### src/hw/rtl/les_pkg.sv
// Shared types, constants and helper functions for the Lorenz Euler step unit.
package les_pkg;

    localparam int COORD_W    = 32;
    localparam int OP_W       = 34;
    localparam int PROD_W     = 64;
    localparam int RATE_W     = 48;
    localparam int COEF_W     = 31;
    localparam int STEP_W     = 16;
    localparam int CFG_IDX_W  = 3;
    localparam int CFG_DATA_W = 32;

    localparam logic [CFG_IDX_W-1:0] CFG_SIGMA   = 3'd0;
    localparam logic [CFG_IDX_W-1:0] CFG_RHO     = 3'd1;
    localparam logic [CFG_IDX_W-1:0] CFG_BETA    = 3'd2;
    localparam logic [CFG_IDX_W-1:0] CFG_STEP    = 3'd3;
    localparam logic [CFG_IDX_W-1:0] CFG_START_X = 3'd4;
    localparam logic [CFG_IDX_W-1:0] CFG_START_Y = 3'd5;
    localparam logic [CFG_IDX_W-1:0] CFG_START_Z = 3'd6;

    typedef logic signed [COORD_W-1:0] t_coord;
    typedef logic signed [OP_W-1:0]    t_op;
    typedef logic signed [PROD_W-1:0]  t_prod;
    typedef logic signed [RATE_W-1:0]  t_rate;
    typedef logic [COEF_W-1:0]         t_coef;
    typedef logic [STEP_W-1:0]         t_step;

    localparam t_prod RATE_MAX  = 64'sh0000_7FFF_FFFF_FFFF;
    localparam t_prod RATE_MIN  = 64'shFFFF_8000_0000_0000;
    localparam t_prod COORD_MAX = 64'sh0000_0000_7FFF_FFFF;
    localparam t_prod COORD_MIN = 64'shFFFF_FFFF_8000_0000;

    typedef struct packed {
        t_coef  sigma;
        t_coef  rho;
        t_coef  beta;
        t_step  step_size;
        t_coord start_x;
        t_coord start_y;
        t_coord start_z;
    } t_cfg;

    typedef struct packed {
        logic load;
        logic prep;
        logic mul1;
        logic mul2;
        logic rate;
        logic adv_x;
        logic adv_y;
        logic adv_z;
        logic emit;
    } t_dp_cmd;

    typedef struct packed {
        t_rate value;
        logic  sat;
    } t_rate_clip;

    typedef struct packed {
        t_coord value;
        logic   sat;
    } t_coord_clip;

    function automatic t_rate_clip clip_rate(input t_prod v);
        t_rate_clip r;
        if (v > RATE_MAX) begin
            r.value = RATE_MAX[RATE_W-1:0];
            r.sat   = 1'b1;
        end else if (v < RATE_MIN) begin
            r.value = RATE_MIN[RATE_W-1:0];
            r.sat   = 1'b1;
        end else begin
            r.value = v[RATE_W-1:0];
            r.sat   = 1'b0;
        end
        return r;
    endfunction

    function automatic t_coord_clip clip_coord(input t_prod v);
        t_coord_clip r;
        if (v > COORD_MAX) begin
            r.value = COORD_MAX[COORD_W-1:0];
            r.sat   = 1'b1;
        end else if (v < COORD_MIN) begin
            r.value = COORD_MIN[COORD_W-1:0];
            r.sat   = 1'b1;
        end else begin
            r.value = v[COORD_W-1:0];
            r.sat   = 1'b0;
        end
        return r;
    endfunction

    function automatic t_coef rst_sigma(input int frac);
        longint one;
        one = longint'(1) << frac;
        return COEF_W'(10 * one);
    endfunction

    function automatic t_coef rst_rho(input int frac);
        longint one;
        one = longint'(1) << frac;
        return COEF_W'(28 * one);
    endfunction

    function automatic t_coef rst_beta(input int frac);
        longint one;
        one = longint'(1) << frac;
        return COEF_W'((16 * one + 3) / 6);
    endfunction

    function automatic t_step rst_step(input int frac);
        longint one;
        one = longint'(1) << frac;
        return STEP_W'((2 * one + 100) / 200);
    endfunction

    function automatic t_coord rst_start_x(input int frac);
        longint one;
        one = longint'(1) << frac;
        return COORD_W'((2 * one + 100) / 200);
    endfunction

endpackage

### src/hw/rtl/les_ctrl.sv
// Controller: sequences one Euler step and owns the input and result handshakes.
module les_ctrl (
    input  logic              i_clk,
    input  logic              i_rst_n,
    input  logic              i_in_valid,
    output logic              o_in_ready,
    output logic              o_out_valid,
    input  logic              i_out_ready,
    output les_pkg::t_dp_cmd  o_cmd
);

    localparam logic [3:0] S_IDLE  = 4'd0;
    localparam logic [3:0] S_PREP  = 4'd1;
    localparam logic [3:0] S_MUL1  = 4'd2;
    localparam logic [3:0] S_MUL2  = 4'd3;
    localparam logic [3:0] S_RATE  = 4'd4;
    localparam logic [3:0] S_ADV_X = 4'd5;
    localparam logic [3:0] S_ADV_Y = 4'd6;
    localparam logic [3:0] S_ADV_Z = 4'd7;
    localparam logic [3:0] S_EMIT  = 4'd8;

    logic [3:0] r_state;
    logic [3:0] n_state;
    logic       r_out_valid;
    logic       n_out_valid;

    always_comb begin
        n_state    = r_state;
        o_cmd      = '0;
        o_in_ready = 1'b0;
        unique case (r_state)
            S_IDLE: begin
                o_in_ready = 1'b1;
                if (i_in_valid) begin
                    o_cmd.load = 1'b1;
                    n_state    = S_PREP;
                end
            end
            S_PREP: begin
                o_cmd.prep = 1'b1;
                n_state    = S_MUL1;
            end
            S_MUL1: begin
                o_cmd.mul1 = 1'b1;
                n_state    = S_MUL2;
            end
            S_MUL2: begin
                o_cmd.mul2 = 1'b1;
                n_state    = S_RATE;
            end
            S_RATE: begin
                o_cmd.rate = 1'b1;
                n_state    = S_ADV_X;
            end
            S_ADV_X: begin
                o_cmd.adv_x = 1'b1;
                n_state     = S_ADV_Y;
            end
            S_ADV_Y: begin
                o_cmd.adv_y = 1'b1;
                n_state     = S_ADV_Z;
            end
            S_ADV_Z: begin
                o_cmd.adv_z = 1'b1;
                n_state     = S_EMIT;
            end
            S_EMIT: begin
                if (!r_out_valid || i_out_ready) begin
                    o_cmd.emit = 1'b1;
                    n_state    = S_IDLE;
                end
            end
            default: begin
                n_state = S_IDLE;
            end
        endcase
    end

    assign n_out_valid = o_cmd.emit | (r_out_valid & ~i_out_ready);
    assign o_out_valid = r_out_valid;

    always_ff @(posedge i_clk) begin
        if (!i_rst_n) begin
            r_state     <= S_IDLE;
            r_out_valid <= 1'b0;
        end else begin
            r_state     <= n_state;
            r_out_valid <= n_out_valid;
        end
    end

endmodule
### config.mk
export PLATFORM = sky130hd
export DESIGN_NAME = les_ctrl
export DESIGN_NICKNAME = d
export VERILOG_FILES = /design/src/hw/rtl/les_pkg.sv /design/src/hw/rtl/les_ctrl.sv
export SDC_FILE = /design/constraint.sdc
export NUM_CORES = 1
export LEC_CHECK = 0
export BUFFER_PORTS_ARGS = -buffer_cell sky130_fd_sc_hd__buf_4
export CAP_MARGIN = 20
export CORE_AREA = 3 3 40 42
export DETAILED_ROUTE_END_ITERATION = 6
export DIE_AREA = 0 0 43 45
export GPL_TIMING_DRIVEN = 0
export PLACE_DENSITY = 0.55
export SETUP_SLACK_MARGIN = 0.4
export SKIP_CTS_REPAIR_TIMING = 1
export SLEW_MARGIN = 30
export SYNTH_ARGS = -nofsm -noshare
export SYNTH_HDL_FRONTEND = slang
export SYNTH_SLANG_ARGS = --single-unit
### constraint.sdc
create_clock -name i_clk -period 1.1 [get_ports i_clk]
set_input_delay 0.11 -clock i_clk [delete_from_list [all_inputs] [get_ports i_clk]]
set_output_delay 0.11 -clock i_clk [all_outputs]
set_load 0.02 [all_outputs]
==> results.md <==
* Worst min path class: in -> reg
* Pleak at 0.000282 uW
* Sequential cell area fraction in the yosys report at 34.9%
* Worst path cell trace: buf_6 -> nor4b_4 -> nor2b_4 -> buf_6
* Die Width at 43 um
* Largest net degree at the start of global routing at 9
* Fin nets at 67
* Fillers at 123
* Max Slew Vio Count at 0
* Layout cells sized above 1 at 80.6%
* Max Clock Freq at 0.722 GHz
* Reg clk slew, reported paths at 0.04 ns
* RePlAce Congestion at 0.692
* Syn. warnings at 0
* CP max FO at 7
* Final worst slack at -0.285 ns
* Initial DRC count at 0
* Setup crit start kind: flip-flop
* Vias in the first global route at 263
* Syn Area/Cell at 8.43 sq um
* First-pass GRT wire length at 1130 um
* Die height at 45 um
* Internal reg-to-reg setup slack at -0.09 ns
* TritonCTS clock tree: done
* Synth top area cells: dfxtp_1, nor3_1, nand2b_1, nor4b_4, nor2_1
* Setup-failing EPs final at 12
* Synthesized instance count at 34
* RSZ-0062 raised after global routing: yes
* Cell Area, Synth at 287 sq um
* Core Area at 1280 sq um
* Worst Path Required at 0.99 ns
* Clock skew at 0.000453 ns
* WL final at 895 um
* Worst vdd rail ir drop at 0.551 mV
* Crit. End Element: primary output
* H-tree depth at 1
* GRT Util Overall at 7.83%
* Critical Path AT at 1.28 ns
* Die area at 1940 sq um
* Via count at 343
* CTS Sinks at 5
* I/O Pins at 15
* Fin. Hold Viols at 0
* Cell taking the most area after synthesis: dfxtp_1
* Rows at 13
* DR WL/cell at 11.6 um
* Critical path class: reg -> out
* Num CTS Buffers at 3
* Seq cells post-synth at 5
* Critical-path top delay cell: dfxtp_2
* Starting Density at 22.3%
* DRC violations left at 0
* CP most frequent cell: buf_6
* Initial antenna violation count at 0
* Run status: finished with violations
* Period utilisation layout at 126%
* Clk buf depth at 2
* Slew HR at 84.0%
* HPWL Detailed at 529 um
* Final Non-Filler Cells at 77
* Net Count, Synth at 38
* # Max-Cap Violations at 0
* Top-area cell type share of the netlist area at 34.9%
* Area Growth Syn to Fin at 133%
* Antenna-violating nets left at 0
* Highest cell delay on the worst timing path at 0.31 ns
* Worst-Skew Late Latency at 0.24 ns
* Via/cell ratio at 4.45
* Overflow after GRT at 0
* Diode count at 0
* Port Buf Inserts at 14
* Placed Instances at 63
* Power per cell area at 984 nW/um^2
* Failing checks: setup timing
* Distinct cells, synth at 16
* Pre-CTS setup slack at -0.0525 ns
* Minimum clock period at 1.39 ns
* CTS root buf: clkbuf_4
* 1st-pass router iterations at 1
* Worst-Margin Slew at 0.238 ns
-- cell usage after synthesis --
| library cell | n |
|---|---|
| nor2_1 | 6 |
| nor3_1 | 6 |
| dfxtp_1 | 5 |
| nand2b_1 | 4 |
| and2b_1 | 2 |
| a21oi_1 | 1 |
| a2bb2oi_1 | 1 |
| and2_1 | 1 |
| buf_2 | 1 |
| inv_1 | 1 |
| nand2_1 | 1 |
| nor2b_1 | 1 |
| nor3_2 | 1 |
| nor4_2 | 1 |
| nor4b_4 | 1 |
| xor2_1 | 1 |
-- metal layers --
metal  up-vias  track usage, %  part of all wire (%)
met5         -               0                     0
met1       160            10.9                    40
li1        171               -                     -
met2        12            9.88                    55
met4         0            1.81                     0
met3         0            5.18                   5.4
-- cells in the final DEF, fill, tap and decap left out, drive strengths merged, types with 2 or more instances in the layout --
master,n
buf,25
nor3,7
nor2,6
dfxtp,5
clkbuf,4
nand2b,4
and2b,2
-- worst max-delay path: cells and delay by family, from the launching register on --
| family | cells | cell delay, ns |
|---|---|---|
| DFF | 1 | 0.31 |
| buffers and inverters | 2 | 0.24 |
| and+or+nand+nor | 2 | 0.48 |
-- registers in the layout, summed over array words and instances, names as in the netlist --
name / cells
r_state: 4
o_out_valid: 1
-- logic make-up (layout without fill, tap and decap cells) --
logic type	Yosys count	in the layout	synth area share, %
flops	5	5	34.9
compound gates	2	2	4.80
xor+xnor	1	1	3.06
buf+inv	2	30	3.05
simple gates	24	24	54.1
-- where the power goes --
group          total, uW  internal, uW  switching (uW)
Combinational        233           133            99.4
Sequential           213           191            21.8
Clock                212           137            74.9
Total                658           462             196
-- worst paths after layout --
check             cells past startpoint               startpoint                      end
setup / recovery                      4  r_state[2]$_SDFFE_PN0P_                 o_cmd[0]
hold / removal                        3                  i_rst_n   o_out_valid$_SDFF_PN0_
setup reg to reg                      6  r_state[2]$_SDFFE_PN0P_   o_out_valid$_SDFF_PN0_
hold reg to reg                       1  r_state[0]$_SDFFE_PN0P_  r_state[0]$_SDFFE_PN0P_
-- per-stage QoR --
stage | setup TNS (ns) | area [sq um] | utilization [%] | hold WS [ns] | total power [uW]
floorplan | -0.329 | 355 | - | 0.252 | 312
global placement | -0.134 | 479 | 37.3 | 0.382 | 360
detailed placement | -0.128 | 479 | 37.3 | 0.385 | 360
CTS | -2.09 | 505 | 39.3 | 0.128 | 581
global route | -2.79 | 668 | 52.0 | 0.130 | 706
finish | -1.96 | 668 | 52.0 | 0.139 | 658
-- layout make-up --
type / instances / area [sq um] / area share [%]
inverter: 1 / 3.75 / 0.562
buffer: 1 / 11.3 / 1.69
multi-input combinational: 27 / 274 / 41.0
tap: 15 / 18.8 / 2.81
sequential: 5 / 111 / 16.7
clock buffer: 4 / 26.3 / 3.93
timing repair buffer: 24 / 223 / 33.3
Note: power is estimated with default switching activity, not from simulation.
