**config.mk**
```make
export PLATFORM = sky130hd
export DESIGN_NAME = les_cfg_regs_flat
export DESIGN_NICKNAME = d
export VERILOG_FILES = /design/src/hw/rtl/les_pkg.sv /design/src/hw/rtl/les_if.sv /design/src/hw/rtl/les_cfg_regs.sv /design/src/flat_wrapper.sv
export SDC_FILE = /design/constraint.sdc
export NUM_CORES = 1
export LEC_CHECK = 0
export ABC_AREA = 1
export CORE_MARGIN = 8
export CORE_UTILIZATION = 59
export CTS_BUF_LIST = sky130_fd_sc_hd__clkbuf_16
export CTS_CLUSTER_DIAMETER = 100
export DETAILED_ROUTE_END_ITERATION = 10
export DONT_BUFFER_PORTS = 1
export HOLD_SLACK_MARGIN = 0.06
export PLACE_DENSITY = 0.85
export SLEW_MARGIN = 20
export SYNTH_ARGS = -nofsm -noshare
export SYNTH_HDL_FRONTEND = slang
export SYNTH_SLANG_ARGS = --single-unit
```
**constraint.sdc**
```tcl
create_clock -name i_clk -period 1.13 [get_ports i_clk]
set_input_delay 0.1695 -clock i_clk [delete_from_list [all_inputs] [get_ports i_clk]]
set_output_delay 0.1695 -clock i_clk [all_outputs]
set_load 0.05 [all_outputs]
```
**src/hw/rtl/les_pkg.sv**
```systemverilog
// Shared types, constants and helper functions for the Lorenz Euler step unit.
package les_pkg;

    localparam int COORD_W    = 32;
    localparam int OP_W       = 34;
    localparam int PROD_W     = 64;
    localparam int RATE_W     = 48;
    localparam int COEF_W     = 31;
    localparam int STEP_W     = 16;
    localparam int CFG_IDX_W  = 3;
    localparam int CFG_DATA_W = 32;

    localparam logic [CFG_IDX_W-1:0] CFG_SIGMA   = 3'd0;
    localparam logic [CFG_IDX_W-1:0] CFG_RHO     = 3'd1;
    localparam logic [CFG_IDX_W-1:0] CFG_BETA    = 3'd2;
    localparam logic [CFG_IDX_W-1:0] CFG_STEP    = 3'd3;
    localparam logic [CFG_IDX_W-1:0] CFG_START_X = 3'd4;
    localparam logic [CFG_IDX_W-1:0] CFG_START_Y = 3'd5;
    localparam logic [CFG_IDX_W-1:0] CFG_START_Z = 3'd6;

    typedef logic signed [COORD_W-1:0] t_coord;
    typedef logic signed [OP_W-1:0]    t_op;
    typedef logic signed [PROD_W-1:0]  t_prod;
    typedef logic signed [RATE_W-1:0]  t_rate;
    typedef logic [COEF_W-1:0]         t_coef;
    typedef logic [STEP_W-1:0]         t_step;

    localparam t_prod RATE_MAX  = 64'sh0000_7FFF_FFFF_FFFF;
    localparam t_prod RATE_MIN  = 64'shFFFF_8000_0000_0000;
    localparam t_prod COORD_MAX = 64'sh0000_0000_7FFF_FFFF;
    localparam t_prod COORD_MIN = 64'shFFFF_FFFF_8000_0000;

    typedef struct packed {
        t_coef  sigma;
        t_coef  rho;
        t_coef  beta;
        t_step  step_size;
        t_coord start_x;
        t_coord start_y;
        t_coord start_z;
    } t_cfg;

    typedef struct packed {
        logic load;
        logic prep;
        logic mul1;
        logic mul2;
        logic rate;
        logic adv_x;
        logic adv_y;
        logic adv_z;
        logic emit;
    } t_dp_cmd;

    typedef struct packed {
        t_rate value;
        logic  sat;
    } t_rate_clip;

    typedef struct packed {
        t_coord value;
        logic   sat;
    } t_coord_clip;

    function automatic t_rate_clip clip_rate(input t_prod v);
        t_rate_clip r;
        if (v > RATE_MAX) begin
            r.value = RATE_MAX[RATE_W-1:0];
            r.sat   = 1'b1;
        end else if (v < RATE_MIN) begin
            r.value = RATE_MIN[RATE_W-1:0];
            r.sat   = 1'b1;
        end else begin
            r.value = v[RATE_W-1:0];
            r.sat   = 1'b0;
        end
        return r;
    endfunction

    function automatic t_coord_clip clip_coord(input t_prod v);
        t_coord_clip r;
        if (v > COORD_MAX) begin
            r.value = COORD_MAX[COORD_W-1:0];
            r.sat   = 1'b1;
        end else if (v < COORD_MIN) begin
            r.value = COORD_MIN[COORD_W-1:0];
            r.sat   = 1'b1;
        end else begin
            r.value = v[COORD_W-1:0];
            r.sat   = 1'b0;
        end
        return r;
    endfunction

    function automatic t_coef rst_sigma(input int frac);
        longint one;
        one = longint'(1) << frac;
        return COEF_W'(10 * one);
    endfunction

    function automatic t_coef rst_rho(input int frac);
        longint one;
        one = longint'(1) << frac;
        return COEF_W'(28 * one);
    endfunction

    function automatic t_coef rst_beta(input int frac);
        longint one;
        one = longint'(1) << frac;
        return COEF_W'((16 * one + 3) / 6);
    endfunction

    function automatic t_step rst_step(input int frac);
        longint one;
        one = longint'(1) << frac;
        return STEP_W'((2 * one + 100) / 200);
    endfunction

    function automatic t_coord rst_start_x(input int frac);
        longint one;
        one = longint'(1) << frac;
        return COORD_W'((2 * one + 100) / 200);
    endfunction

endpackage

```
**src/hw/rtl/les_if.sv**
```systemverilog


interface les_cfg_if;
    logic        valid;
    logic        ready;
    logic [2:0]  index;
    logic [31:0] data;

    modport source (output valid, output index, output data, input ready);
    modport sink   (input valid, input index, input data, output ready);
endinterface

```
**src/hw/rtl/les_cfg_regs.sv**
```systemverilog
// Configuration register file: coefficients, step size and start point.
module les_cfg_regs #(
    parameter int FRAC_BITS = 16
) (
    input  logic            i_clk,
    input  logic            i_rst_n,
    les_cfg_if.sink         i_cfg,
    output les_pkg::t_cfg   o_cfg
);

    les_pkg::t_cfg r_cfg;

    assign i_cfg.ready = 1'b1;
    assign o_cfg       = r_cfg;

    always_ff @(posedge i_clk) begin
        if (!i_rst_n) begin
            r_cfg.sigma     <= les_pkg::rst_sigma(FRAC_BITS);
            r_cfg.rho       <= les_pkg::rst_rho(FRAC_BITS);
            r_cfg.beta      <= les_pkg::rst_beta(FRAC_BITS);
            r_cfg.step_size <= les_pkg::rst_step(FRAC_BITS);
            r_cfg.start_x   <= les_pkg::rst_start_x(FRAC_BITS);
            r_cfg.start_y   <= '0;
            r_cfg.start_z   <= '0;
        end else if (i_cfg.valid) begin
            unique case (i_cfg.index)
                les_pkg::CFG_SIGMA:   r_cfg.sigma     <= i_cfg.data[les_pkg::COEF_W-1:0];
                les_pkg::CFG_RHO:     r_cfg.rho       <= i_cfg.data[les_pkg::COEF_W-1:0];
                les_pkg::CFG_BETA:    r_cfg.beta      <= i_cfg.data[les_pkg::COEF_W-1:0];
                les_pkg::CFG_STEP:    r_cfg.step_size <= i_cfg.data[les_pkg::STEP_W-1:0];
                les_pkg::CFG_START_X: r_cfg.start_x   <= i_cfg.data;
                les_pkg::CFG_START_Y: r_cfg.start_y   <= i_cfg.data;
                les_pkg::CFG_START_Z: r_cfg.start_z   <= i_cfg.data;
                default: begin
                end
            endcase
        end
    end

endmodule

```
**src/flat_wrapper.sv**
```systemverilog
// flat-port wrapper written by rule: the top's interface ports become plain ports
module les_cfg_regs_flat 
#(
    parameter int FRAC_BITS = 16
)
  (i_clk, i_rst_n, o_cfg, i_cfg_valid, i_cfg_index, i_cfg_data, i_cfg_ready);
  les_cfg_if i_cfg_i ();
  input  logic i_clk;
  input  logic i_rst_n;
  output les_pkg::t_cfg o_cfg;
  input wire logic [$bits(i_cfg_i.valid)-1:0] i_cfg_valid;
  input wire logic [$bits(i_cfg_i.index)-1:0] i_cfg_index;
  input wire logic [$bits(i_cfg_i.data)-1:0] i_cfg_data;
  output wire logic [$bits(i_cfg_i.ready)-1:0] i_cfg_ready;
  assign i_cfg_i.valid = i_cfg_valid;
  assign i_cfg_i.index = i_cfg_index;
  assign i_cfg_i.data = i_cfg_data;
  assign i_cfg_ready = i_cfg_i.ready;
  les_cfg_regs #(.FRAC_BITS(FRAC_BITS)) u_core (.i_clk(i_clk), .i_rst_n(i_rst_n), .i_cfg(i_cfg_i), .o_cfg(o_cfg));
endmodule
```
==> impl_summary.md, run 1 <==
Yosys
The post-synthesis instance area is 8010 sq um. The cell count after synthesis is 1,139. After synthesis, the netlist uses 15 different library cells. The post-synthesis register bit count is 205. The share of the Yosys chip area taken by registers is 51.2%. During synthesis, Yosys emitted a total of 0 warnings.

The synthesized net count is 1,177. The synthesized area divided by synthesized cell count is 7.04 sq um.

Floorplan
The initial utilization of the core area, before any placement, comes to 60.5%. The cell row count is 42. The horizontal die dimension is 133 microns. The height of the die is 133 microns.

244 I/O pins were placed.

Clocking
In this run the clock root is driven by a clkbuf_16. The number of clock buffers added by TritonCTS is 21. The clock passes through at most 3 buffers.

Counting every sink on the clock net gives 205. The post-cts repair resize count is 607. In this run the post-CTS setup repair buffer count came out at 18. CTS built an H-tree with a depth of 1. After clock tree synthesis, the flow added hold-fix buffers numbering 165.

Status
The run stopped with a tool error. The tool reported: "[ERROR DPL-0038] Utilization greater than 100%, impossible to legalize". The run ended at clock tree synthesis (4_1_cts).

Placement
The HPWL after detailed placement is 18,000 microns. Buffers placed on the I/O ports in this run total 0. The total placed cells including tap cells is 1,459. The global placer's final weighted congestion is 0.821. The placed instances occupy a cell area of 9740 sq um.
through the flow:
| stage | hold slack (ns) | worst slack (ns) |
|---|---|---|
| after detailed placement | 0.288 | 0.0372 |
| after global placement | 0.280 | 0.117 |
| after floorplan | 0.283 | 0.160 |
Yosys cell counts (all sizes together):
cell type | number | area share (%)
buf | 72 | 4.7
clkbuf | 8 | 0.42
conb | 1 | 0.047
dfxtp | 205 | 51
inv | 38 | 1.8
nand2 | 243 | 11
nand3 | 205 | 13
nor2 | 367 | 18
cell families after synthesis:
family,count (synthesis),synth area share [%]
buf+inv,118,6.90
simple gates,815,41.8
other cells,1,0.0468
flops,205,51.2
==> run 2, diff against run 1 <==
- CORE_UTILIZATION: 59 -> 40
- CTS_BUF_LIST: sky130_fd_sc_hd__clkbuf_16 -> default
- CTS_CLUSTER_DIAMETER: 100 -> default
- HOLD_SLACK_MARGIN: 0.06 -> default
- PLACE_DENSITY: 0.85 -> default
- PLACE_DENSITY_LB_ADDON: default -> 0.15
==> impl_summary.md, run 2 <==
Clocking
The clock transition at the registers of the reported paths is 0.06 ns. The number of buffers between clock root and the deepest sink is 3. In this run the clock root is driven by a clkbuf_16.

The tree built by TritonCTS fans out to 205 sinks. TritonCTS built the clock tree. In this run the number of H-tree levels came out at 1.

At the later pin of the worst-skew pair, clock insertion delay measures 0.50 ns. The total CTS buffers is 23.

Yosys
Dividing the synthesized area by the synthesized cell count gives 7.04 sq um. The cell taking the most area after synthesis is dfxtp_1. In the post-synthesis netlist, the biggest area contributors are dfxtp_1, nor2_1, nand3_1, nand2_1, buf_2. The commonest cells after synthesis are nor2_1, nand2_1, dfxtp_1, nand3_1, buf_2. The count of unique library cells instantiated by Yosys is 15. The mapped netlist covers 8010 sq um. The top flip-flop cell by instance count after synthesis is dfxtp_1. Summed over its instances, the top area cell type makes up 51.2% of the synthesized netlist area. The synthesized design contains 0 enable-type register cells. Counting flops and latches in the post-synthesis netlist gives 205. Synthesis produced 1,139 cells. The register area share after synthesis is 51.2%. Yosys instantiated no cell more often than nor2_1. The share of flip-flops with an asynchronous set or reset is 0%. The count of synthesis-stage warnings from yosys is 0. The synthesized net count is 1,177.

Global route
The number of antenna violations at the first check in global routing came to 0. Global routing consumed, over all layers together, 26.2% of the routing resources. After global routing the overflow that remains totals 0. The via count of the first global-routing pass came to 9,064. Entering global routing, the biggest net connects 162 pins. The global-route wire length before repair is 50,800 microns.

Power and ir drop
The static leakage is 0.00626 uW. The total power consumption of the routed design is 18,600 uW. Power spread over the standard cell area amounts to 1290 nW/um^2. The worst IR drop on VDD is 1250 uV.

Setup path
The cell type of the slowest stage on the worst timing path is dfxtp_2. The startpoint-to-endpoint class of the critical path is flop to output port. In this run the worst path has a maximum fanout of 2. The biggest cell delay along the critical path is 0.36 ns. The data required time of the critical path is 0.96 ns. The worst setup path is captured at an output port. The category of the worst setup path launch point is a flop.

Together, buffers and inverters on the worst path number 1. The signal on the critical path passes through buf_8. The cell family contributing the most delay on the critical path is flip-flops. The worst endpoint data arrival time is 1.02 ns.

Status
The final reports fail on negative hold slack, negative setup slack. The run finished, with violations left.

Placement
The number of buffers added on ports is 0. The global placer's final weighted congestion is 0.798. Before CTS, the worst setup slack after placement is 0.0147 ns. The HPWL after detailed placement is 18,900 microns.

Drt
After the first detailed-routing iteration, the DRC count stood at 602. The residual DRC count is 0. The number of nets with antenna violations after routing is 0.

After detailed routing, the average wire length per cell comes to 18.9 microns. The detailed router placed 9,089 vias in this run. Dividing the detail-routed via count by the number of cells gives 5.09. The aggregate routed wire length is 33,700 microns. The detailed-routing iteration count for the pre-antenna-repair pass is 5.

STA
After layout, the worst setup slack is -0.0631 ns. The number of failing hold endpoints at the final stage was 1. Setup repair after global routing could not meet its margin everywhere. The count of final max-slew check failures is 0. The minimum clock period is 1.19 ns. For the final database, setup skew stands at 0 ns.

The peak clock frequency supported by timing is 838 MHz. The worst path uses 106% of the clock period. Across all hold checks on the routed design, the worst slack comes to -0.0515 ns.

The number of endpoints failing setup at the final stage is 205.

Cells and area
The most common cell after layout, fill and taps aside is nor2_1. In the layout the commonest cells are nor2_1, nand2_1, buf_8. The post-route netlist has 33.2% of its cells at a drive strength greater than 1. The repair_antennas step left the layout with diodes totalling 0. After the last flow step, the layout net total stands at 1,545. Compared with the post-synthesis result, the final layout area differs by 79.3%. The register with the most flip-flops in the layout has 205 of them.

Floorplan
The starting density of the core is 40.9%. The die covers 24,800 sq um. The die is 158 microns wide. The placeable core area is 19,600 sq um. The floorplan has 51 rows. From bottom edge to top edge, the die measures 158 microns. The number of I/O pins is 244.

Hold path
The worst hold path belongs to the class input port to flop.

Run
The max-cap check violation count is 0.
## run 2: cell counts after synthesis
No cell type changed its count.
## run 2: layout make-up
type	count	area [sq um]
well taps	265	332
inverters	38	145
clock inverters	6	55.1
fillers	1383	5220
multi-input cells	816	3400
repair buffers	423	5390
clock buffers	34	667
flip-flops and latches	205	4380
## run 2: logic make-up after synthesis
| group | share of synthesized area (%) |
|---|---|
| buffers and inverters | 6.90 |
| and+or+nand+nor | 41.8 |
| DFF | 51.2 |
| other | 0.0468 |
## run 2: report_power, final
group | switching [uW] | internal [uW]
registers | 237 | 7520
clock network | 3000 | 4290
logic | 2010 | 1530
total | 5240 | 13300
## run 2: repair_timing
| action | in CTS | in global routing |
|---|---|---|
| gates cloned | 0 | 2 |
| setup buffers | 2 | 11 |
| hold buffers | 176 | 5 |
| gates resized for setup | 612 | 17 |
| setup endpoints to repair | 205 | 262 |
| endpoints found under the hold margin | 205 | 7 |
## run 2: routing by layer
layer | vias to the layer above | GRT usage [%] | wire [microns]
li1 | 4280 | - | -
met1 | 4359 | 30.9 | 13100
met2 | 384 | 45.1 | 16400
met3 | 66 | 6.75 | 3100
met4 | 0 | 9.16 | 1100
met5 | - | 0 | 0
## run 2: worst paths after layout
check / end / from / slack [ns] / cells past startpoint
max: o_cfg[5] / u_core.o_cfg[5] / -0.06 / 1
min: u_core.o_cfg[163] / i_cfg_index[1] / -0.05 / 4
max reg2reg: u_core.o_cfg[52] / u_core.o_cfg[52] / 0.34 / 3
min reg2reg: u_core.o_cfg[66] / u_core.o_cfg[66] / 0.49 / 2
## run 2: metrics by stage
stage / cells / area (sq um) / util (%) / setup TNS, ns
floorplan: 1139 / 8010 / - / 0
global placement: 1558 / 9910 / 50.6 / 0
detailed placement: 1558 / 9910 / 50.6 / 0
CTS: 1776 / 14200 / 72.5 / -8.40
global route: 1787 / 14400 / 73.3 / -11.87
finish: 1787 / 14400 / 73.3 / -6.50
Note: power is estimated with default switching activity, not from simulation.
==> run 3, diff against run 2 <==
- RECOVER_POWER: default -> 50
==> impl_summary.md, run 3 (synthesis results as in run 2) <==
Setup path
The type of element capturing the critical path is a flop. The setup slack of the most critical reg-to-reg path is 0.33 ns. The data required time of the critical path is 1.52 ns. The number of cells on the worst reg-to-reg path is 3. In this run the worst path has a maximum fanout of 15. The critical path is of the input port to flop type. The worst setup path is launched from an input port. At the worst endpoint, the arrival time is 1.58 ns. The critical path ends at u_core.o_cfg[39].

The cell count along the critical path is 7. The most frequent cell on the critical path is nand2_1. The slowest stage of the critical path belongs to the cell dlygate4sd3_1.

The number of buffers and inverters on the critical path is 3. The critical path goes through nand2_1 > inv_2 > buf_6 > nand3_1 > nand2_1 > dlygate4sd3_1 > nor2_1. The top cell family by delay on the critical path is buffers and inverters. The biggest cell delay along the critical path is 0.56 ns. The launch point of the worst path is i_cfg_index[2]. The startpoint identified for the worst register-to-register timing path is u_core.o_cfg[52]. The endpoint identified for the worst register-to-register timing path is u_core.o_cfg[52].

Drt
The residual DRC count is 0. Before antenna repair, the detailed router went through 7 iterations. In this run the remaining antenna-violating nets after routing total 0. In the routed layout, each cell is associated on average with a via count of 5.08. The average detailed-routed wire length per instance is 18.9 microns. Summed over all layers, the routed wires come to 33,700 microns. The routed layout has 9,080 vias. For this block, the initial DRC count from the detailed router was 614.

Placement
Input and output buffers added on the ports amount to 0. The global placer's final weighted congestion is 0.798. In this run the cell area measured after placement is 9910 sq um.

The HPWL after detailed placement is 18,900 microns. At the placement stage, the worst setup path has a slack of 0.0147 ns.

STA
Of the available clock period, the critical path in the final layout requires 105%. Setup repair after global routing could not meet its margin everywhere. The smallest setup slack after layout is -0.0620 ns. Across the routed clock network, the largest skew measured is 0 ns. Derived from the worst setup path, the maximum achievable clock frequency is 839 MHz. The worst relative slew slack is 56.2%. The hold slack is -0.0174 ns.

The actual slew at the worst max-slew pin is 0.657 ns. The number of endpoints failing setup at the final stage is 226. The number of failing hold endpoints at the final stage came to 1. The count of final max-slew check failures is 0.

The smallest clock period supported by the final layout is computed as 1.19 ns.

Power and ir drop
For this design the ratio of total power to cell area is 1300 nW/um^2. The total power consumption of the routed design is 18,600 uW. Summed over all cells, the static leakage comes to 0.00625 uW.

The worst IR drop on VDD is 1190 uV.

Floorplan
The die is 158 microns wide. The core region is 19,600 sq um. In this run the count of I/O pins placed on the die edge is 244. From bottom edge to top edge, the die measures 158 microns. The die covers 24,800 sq um.

After floorplanning, the core was divided into 51 placement rows. The starting density of the core is 40.9%.

Clocking
The latest clock arrival within the worst-skew pair is 0.50 ns. Clock-pin slew was measured on the worst setup and hold paths at 0.06 ns. The number of H-tree branching levels is 1.

The number of buffers between clock root and the deepest sink is 3. TritonCTS built the clock tree. The root buffer cell is clkbuf_16. In this run, CTS created clock tree buffers numbering 23. CTS saw 205 sinks.

Status
The run finished, with violations left. The final reports fail on negative hold slack, negative setup slack.

Global route
The overall overflow remaining after global route is 0. Entering global routing, the biggest net connects 162 pins. The first global-routing pass estimated 50,800 microns of wire. The via count of the first global-routing pass is 9,064.

The number of antenna violations at the first check in global routing came to 0. The global router's overall resource usage is 26.2%.

Cells and area
Across the whole layout, storage elements account for 4380 sq um. The register with the most flip-flops in the layout has 205 of them. Summing all multi-input logic gate instances after layout gives 3390 sq um. The share of cells above drive strength 1 is 32.9%.

After the last flow step, the layout net total stands at 1,545. From synthesis to final layout, the design area changed by 78.6%. The library cells used most frequently in the layout, excluding fill and tap cells, are nor2_1, nand2_1, buf_8. The finished cells cover 14,300 sq um. The most common cell after layout, fill and taps aside is nor2_1. The final cell utilization of the core is 73.1%. The count of antenna diodes in the layout is 0. Counting the fill cells in the layout gives 1,396.

Hold path
The class of the tightest hold or removal check is input port to flop.

Run
The max-cap check violation count is 0.
-- run 3: what timing repair did --
item                       4_1_cts  5_1_grt
hold buffers                   176        5
hold endpoints to repair       205        7
setup endpoints to repair      205      262
gates resized for setup        612       17
gates cloned                     0        2
setup buffers                    2       11
-- run 3: layer usage --
layer	global-route usage, %	wire [microns]	vias up
met2	45.1	16400	391
met1	30.9	13100	4338
met5	0	0	-
met3	6.75	3090	69
li1	-	-	4282
met4	9.16	1130	0
-- run 3: worst min-delay path by stage --
stage,slack [ns],end,startpoint,depth (start not counted)
after floorplan,0.28,u_core.o_cfg[112],i_cfg_data[0],2
after global placement,0.28,u_core.o_cfg[97],i_rst_n,1
after CTS,0.01,u_core.o_cfg[65],i_rst_n,2
after global routing,0.0007,u_core.o_cfg[98],i_rst_n,2
after detailed placement,0.28,u_core.o_cfg[65],i_rst_n,1
final,-0.02,u_core.o_cfg[163],i_cfg_index[1],4
-- run 3: stage by stage --
stage | TNS, ns | cells | hold WS (ns)
after detailed placement | 0 | 1558 | 0.283
final | -6.67 | 1787 | -0.0174
after global placement | 0 | 1558 | 0.279
after floorplan | 0 | 1139 | 0.283
after CTS | -8.40 | 1776 | 0.0110
after global routing | -14.54 | 1787 | 0.000696
-- run 3: power by group --
group | total [uW] | switching (uW) | internal [uW]
clock | 7270 | 2990 | 4290
combinational | 3530 | 2010 | 1520
sequential | 7760 | 237 | 7520
total | 18600 | 5230 | 13300
-- run 3: worst reg2reg max path, delay by kind of cell, from the launching register on --
| kind | cells | cell delay [ns] |
|---|---|---|
| flops | 1 | 0.33 |
| simple gates | 2 | 0.23 |
| buf+inv | 1 | 0.13 |
-- run 3: cell type report --
cell class / count / area share (%)
clock buffer: 34 / 4.66
clock inverter: 6 / 0.385
inverter: 38 / 0.997
multi-input combinational: 816 / 23.7
sequential: 205 / 30.6
tap: 265 / 2.32
timing repair buffer: 423 / 37.4
